<file path="config.mk">
export PLATFORM = sky130hd
export DESIGN_NAME = sht_hit_eval
export DESIGN_NICKNAME = d
export VERILOG_FILES = /design/src/rtl/core/sht_pkg.sv /design/src/rtl/core/sht_hit_eval.sv
export SDC_FILE = /design/constraint.sdc
export NUM_CORES = 1
export LEC_CHECK = 0
export ABC_CLOCK_PERIOD_IN_PS = 9300
export BUFFER_PORTS_ARGS = -buffer_cell sky130_fd_sc_hd__buf_4
export CORE_UTILIZATION = 59
export DETAILED_ROUTE_END_ITERATION = 6
export PLACE_DENSITY = 0.93
export SYNTH_ARGS = -nofsm -noshare
export SYNTH_HDL_FRONTEND = slang
export SYNTH_SLANG_ARGS = --single-unit
</file>
<file path="constraint.sdc">
create_clock -name vclk -period 9.3
set_input_delay 1.86 -clock vclk [all_inputs]
set_output_delay 1.86 -clock vclk [all_outputs]
set_load 0.03 [all_outputs]
</file>
<file path="src/rtl/core/sht_pkg.sv">
// ---------------------------------------------------------------------------
// sht_pkg
// shared types and constants of the selection handle hit test
// ---------------------------------------------------------------------------
package sht_pkg;

    // coordinate width default
    localparam int COORD_BITS_DEF = 16;

    // handle size register
    localparam int HS_BITS = 8;
    localparam logic [HS_BITS-1:0] HS_RESET = 8'd8;

    // configuration port
    localparam int PADDR_BITS = 3;
    localparam int PDATA_BITS = 32;
    localparam logic REG_IDX_HANDLE_SIZE = 1'b0;

    // side length thresholds in handle sizes
    localparam int CORNER_MULT = 3;
    localparam int EDGE_MULT = 5;

    // grab result codes
    typedef enum logic [3:0] {
        GRAB_NONE = 4'd0,
        GRAB_MOVE = 4'd1,
        GRAB_NW   = 4'd2,
        GRAB_NE   = 4'd3,
        GRAB_SW   = 4'd4,
        GRAB_SE   = 4'd5,
        GRAB_N    = 4'd6,
        GRAB_S    = 4'd7,
        GRAB_W    = 4'd8,
        GRAB_E    = 4'd9
    } grab_t;

endpackage

</file>
<file path="src/rtl/core/sht_hit_eval.sv">
// ---------------------------------------------------------------------------
// sht_hit_eval
// parallel handle square compares and priority pick of the grab code
// ---------------------------------------------------------------------------
module sht_hit_eval
#(
    parameter int COORD_BITS = sht_pkg::COORD_BITS_DEF
)
(
    input  logic signed [COORD_BITS-1:0]   sel_left,
    input  logic signed [COORD_BITS-1:0]   sel_top,
    input  logic signed [COORD_BITS-1:0]   sel_right,
    input  logic signed [COORD_BITS-1:0]   sel_bottom,
    input  logic signed [COORD_BITS-1:0]   point_x,
    input  logic signed [COORD_BITS-1:0]   point_y,
    input  logic [sht_pkg::HS_BITS-1:0]    handle_size,
    output sht_pkg::grab_t                 grab_code
);
    import sht_pkg::*;

    // room for side lengths, handle bounds and five handle sizes
    localparam int EW = COORD_BITS + HS_BITS + 4;
    localparam int NUM_HANDLES = 8;
    localparam int NUM_CORNERS = 4;

    logic signed [EW-1:0] l;
    logic signed [EW-1:0] t;
    logic signed [EW-1:0] r;
    logic signed [EW-1:0] b;
    logic signed [EW-1:0] px;
    logic signed [EW-1:0] py;
    logic signed [EW-1:0] hs;
    logic signed [EW-1:0] half;
    logic signed [EW-1:0] w;
    logic signed [EW-1:0] h;
    logic signed [EW-1:0] mx;
    logic signed [EW-1:0] my;
    logic signed [EW-1:0] lim_corner;
    logic signed [EW-1:0] lim_edge;
    logic signed [EW-1:0] cx [NUM_HANDLES];
    logic signed [EW-1:0] cy [NUM_HANDLES];
    grab_t                codes [NUM_HANDLES];
    logic [NUM_HANDLES-1:0] hit;
    logic                 corner_en;
    logic                 edge_en;
    logic                 in_rect;

    // widen everything to one exact signed width
    assign l  = EW'(sel_left);
    assign t  = EW'(sel_top);
    assign r  = EW'(sel_right);
    assign b  = EW'(sel_bottom);
    assign px = EW'(point_x);
    assign py = EW'(point_y);
    assign hs = EW'(handle_size);

    // sides, midpoints and thresholds
    assign w          = r - l;
    assign h          = b - t;
    assign half       = hs >>> 1;
    assign mx         = l + (w >>> 1);
    assign my         = t + (h >>> 1);
    assign lim_corner = EW'(hs * CORNER_MULT);
    assign lim_edge   = EW'(hs * EDGE_MULT);

    assign corner_en = (hs != '0) && (w >= lim_corner) && (h >= lim_corner);
    assign edge_en   = corner_en && (w >= lim_edge) && (h >= lim_edge);

    // handle centers in test order
    always_comb
    begin
        cx[0] = l;  cy[0] = t;  codes[0] = GRAB_NW;
        cx[1] = r;  cy[1] = t;  codes[1] = GRAB_NE;
        cx[2] = l;  cy[2] = b;  codes[2] = GRAB_SW;
        cx[3] = r;  cy[3] = b;  codes[3] = GRAB_SE;
        cx[4] = mx; cy[4] = t;  codes[4] = GRAB_N;
        cx[5] = mx; cy[5] = b;  codes[5] = GRAB_S;
        cx[6] = l;  cy[6] = my; codes[6] = GRAB_W;
        cx[7] = r;  cy[7] = my; codes[7] = GRAB_E;
    end

    // half-open square compare per handle
    always_comb
    begin
        for (int i = 0; i < NUM_HANDLES; i++)
        begin
            hit[i] = (px >= cx[i] - half) && (px < cx[i] - half + hs) &&
                     (py >= cy[i] - half) && (py < cy[i] - half + hs);
        end
    end

    assign in_rect = (px >= l) && (px < r) && (py >= t) && (py < b);

    // first hit wins, then move or none
    always_comb
    begin
        logic found;
        found     = 1'b0;
        grab_code = in_rect ? GRAB_MOVE : GRAB_NONE;
        for (int i = 0; i < NUM_HANDLES; i++)
        begin
            if (!found && hit[i] && ((i < NUM_CORNERS) ? corner_en : edge_en))
            begin
                grab_code = codes[i];
                found     = 1'b1;
            end
        end
    end

endmodule

</file>
==> impl_metrics.toml, run 1 <==
[yosys]
ys_types = 84
syn_avg_cell_area_sq_um = 7.619
ys_seq_area_share_pct = 0
yosysWarnings = 0
syn_nets = 2711
synthCells = 2088
syn-cell-area_sq_um = 15910

[floorplan]
start_util_pct = 60.53
die_w_um = 166.2
fp.dieH_um = 166.2
io_pins = 108
num_rows = 59

[outcome]
status = "stopped before the end"
error = "[ERROR GRT-0116] Global routing finished with congestion. Check the congestion regions in the DRC Viewer."
haltStage = "global routing"

[global_route]
grt_max_degree = 22
gr-total-overflow = 19
first_global_vias = 23680
grtUsageTotal_pct = 61.47
grt_pass1_wl_um = 129900

[placement]
port_buffers = 108
gp_congestion = 0.9797
hpwl_um = 48340
-- metrics by stage --
stage | hold slack, ns | instances | instance area [sq um] | worst slack (ns)
after CTS | 4.755 | 2915 | 21060 | -0.3791
after detailed placement | 4.784 | 2870 | 19830 | -0.9307
after global placement | 4.746 | 2870 | 19830 | -0.5360
after floorplan | 4.260 | 2088 | 16020 | 0.003198
-- metal layers --
layer  GRT usage, %  overflow
met1          59.39         0
met2          81.64         8
met3          42.71         0
met4          65.30        11
met5          15.83         0
-- synthesized netlist by cell type (27+ instances only) --
| cell | n | share of area [%] |
|---|---|---|
| nand2_1 | 93 | 2.2 |
| o21bai_1 | 27 | 1.3 |
| a21oi_1 | 161 | 5.1 |
| nand3_1 | 58 | 1.8 |
| fa_1 | 28 | 3.5 |
| xor2_1 | 56 | 3.1 |
| nand4_1 | 39 | 1.5 |
| nor3_1 | 30 | 0.94 |
| inv_1 | 279 | 6.6 |
| xnor2_1 | 130 | 7.2 |
| o21ai_0 | 124 | 3.9 |
| nand2b_1 | 42 | 1.7 |
| ha_1 | 491 | 39 |
| a21o_1 | 86 | 4.1 |
| nor2b_1 | 47 | 1.8 |
| o21a_1 | 32 | 1.5 |
| nor2_1 | 99 | 2.3 |
-- cell families after synthesis --
family | after synthesis | share of synthesized area, %
simple gates | 512 | 17.13
xor+xnor | 186 | 10.24
mux | 5 | 0.3225
fa+ha+maj | 519 | 42.14
buf+inv | 285 | 6.756
compound gates | 581 | 23.41
-- timing repair --
item | CTS
setup endpoints to repair | 4
buffers inserted | 46
resized for setup | 208
pin swaps | 119
hold buffers | 0
==> run 2: changes to the inputs <==
Settings changed: ABC_CLOCK_PERIOD_IN_PS 9300 to 12100, CORE_UTILIZATION 59 to 40, PLACE_DENSITY 0.93 to not set, PLACE_DENSITY_LB_ADDON set to 0.15.
Clock period 9.3 ns to 12.1 ns, I/O delays scaled along.
==> run 2 against run 1 <==
Against the previous run:
- the run now ends clean
- synthesized cell count is the same
- area after synthesis unchanged
==> impl_metrics.toml, run 2 <==
[drt]
firstDrtPassIters = 5
routed_wl_um = 48080
vias_per_cell = 5.610
drt_iter0_markers = 685
ant_nets = 0
routed-via-count = 15280
wire_per_inst_um = 17.66
route.detailed.drc = 0

[placement]
placed_area_sq_um = 17450
hpwl_um = 42830
port_buffers = 108
gp_congestion = 0.8845
placed_cells = 2723

[pwr]
p_leak_nw = 8.954
internal_power_uw = 952.6
combPwrFrac_pct = 100.0
clkPwrFrac_pct = 0
switching_share_pct = 56.63
p_sw_mw = 1.244
p_seq_share_pct = 0
power_density_nw_per_um2 = 125.6
vdd_drop_max_v = 0.00005174

[yosys]
synthCells = 2088
synth_common_cells = "491 x ha_1, 279 x inv_1, 161 x a21oi_1, 130 x xnor2_1, 124 x o21ai_0"
synthTopCellsByArea = "ha_1 39%, xnor2_1 7.2%, inv_1 6.6%, a21oi_1 5.1%, a21o_1 4.1%"
syn-cell-area_sq_um = 15910
yosysWarnings = 0
ys_types = 84
synth_top_area_share_pct = 38.62
ys_seq_area_share_pct = 0
syn_avg_cell_area_sq_um = 7.619
yosysMostFrequentCell = "ha_1"
yosysTopAreaCell = "ha_1"
syn_nets = 2711

[finish]
n_clock_buffer = 0
final_common_cell = "ha_1"
nNetsFinal = 2830
drive_gt1_share_pct = 7.029
layout_common_cells = "491 x ha_1, 278 x inv_1, 160 x a21oi_1, 130 x xnor2_1, 123 x buf_4"
design.seq.count = 0
stdcell_count = 2723
diodes = 0
syn2layout_area_growth_pct = 9.887
regArea_sq_um = 0
finalInstanceArea_sq_um = 17480

[timing]
tightestPinTransition_ns = 0.9206
slew_headroom_pct = 37.04
finalCritPeriodShare_pct = 95.86
tns_ns = 0
finalCriticalPeriod_ns = 11.60
finalHoldViolCount = 0
maxSlewViolCount = 0
fmax_ghz = 0.08621
setup_viol = 0
rsz0062_at_grt = "false"

[critical_path]
crit_required_ns = 9.68
crit_buf_inv = 7
worstPathArrival_ns = 9.18
cp_max_fo = 4
cpPeakStageDelay_ns = 0.51
setup.worst_path.end_class = "output pin"
startpoint = "sel_left[1]"
critPathLaunchType = "primary input"
crit_type = "primary input to output pin"
cp_slowest_cell = "fa_1"
path_depth = 34
cp_top_family = "compound AO/OA/AOI/OAI gates"

[floorplan]
core_sq_um = 38920
die-area_sq_um = 40570
num_rows = 72
fp.dieH_um = 201.4
io_pins = 108
start_util_pct = 40.88
die_w_um = 201.4

[global_route]
grtUsageTotal_pct = 23.34
grt_pass1_wl_um = 76820
gr-total-overflow = 0
antenna_found_initial = 0
grt_max_degree = 22
first_global_vias = 15870

[worst_hold_path]
min_to = "grab_code[3]"
min_path_type = "primary input to output pin"
hp-start = "point_x[15]"
whs_path_depth = 7

[outcome]
status = "completed"

[clocking]
holdBufCountCts = 0

[run]
cap_violations = 0
==> run 2: per-stage QoR <==
step	hold slack [ns]	power (mW)	util, %	setup slack [ns]
after global placement	5.829	2.129	44.84	0.3975
after floorplan	5.387	1.621	-	0.9413
after detailed placement	5.887	2.183	44.84	0.2701
after CTS	5.891	2.200	44.84	0.2474
final	5.881	2.196	44.92	0.5008
after global routing	5.954	2.503	44.92	0.02593
==> run 2: cells by family after synthesis <==
logic type      synth area share, %
compound gates                23.41
xor+xnor                      10.24
buf+inv                       6.756
mux                          0.3225
simple gates                  17.13
fa+ha+maj                     42.14
==> run 2: power groups by stage <==
stage	clock (mW)	sequential [mW]	combinational, mW
2_1_floorplan	0	0	1.62
3_3_place_gp	0	0	2.13
3_5_place_dp	0	0	2.18
4_1_cts	0	0	2.20
5_1_grt	0	0	2.50
6_report	0	0	2.20
==> run 2: routing by layer <==
layer	part of all wire, %	up-vias	track usage (%)
met1	44	7148	27.36
met3	2.1	72	0.5993
met5	0	-	0
met4	3.4	0	7.008
met2	51	245	45.46
li1	-	7812	-
==> run 2: worst min-delay path, delay by kind of cell <==
| kind | cells | cell delay (ns) |
|---|---|---|
| adders and majority gates | 1 | 0.19 |
| buffers and inverters | 2 | 0.41 |
| AOI/OAI and AO/OA | 1 | 0.10 |
| and+or+nand+nor | 3 | 0.34 |
==> run 2: what timing repair did <==
item                                    in CTS  in global routing
buffers inserted                             0                  0
gates resized for setup                      0                  8
endpoints found under the setup margin       0                  3
hold endpoints to repair                     0                  0
==> run 2: how the worst max path moves through the flow <==
stage / end / slack [ns]
floorplan: grab_code[2] / 0.94
global placement: grab_code[0] / 0.40
detailed placement: grab_code[0] / 0.27
CTS: grab_code[0] / 0.25
global route: grab_code[0] / 0.03
finish: grab_code[0] / 0.50
==> run 2: cell type report <==
type,instances,area [sq um]
fillers,4018,21440
multi-input cells,1803,14860
inverters,279,1051
repair buffers,123,923.4
well taps,518,648.1
No activity file was read; power rests on OpenSTA's default activity.
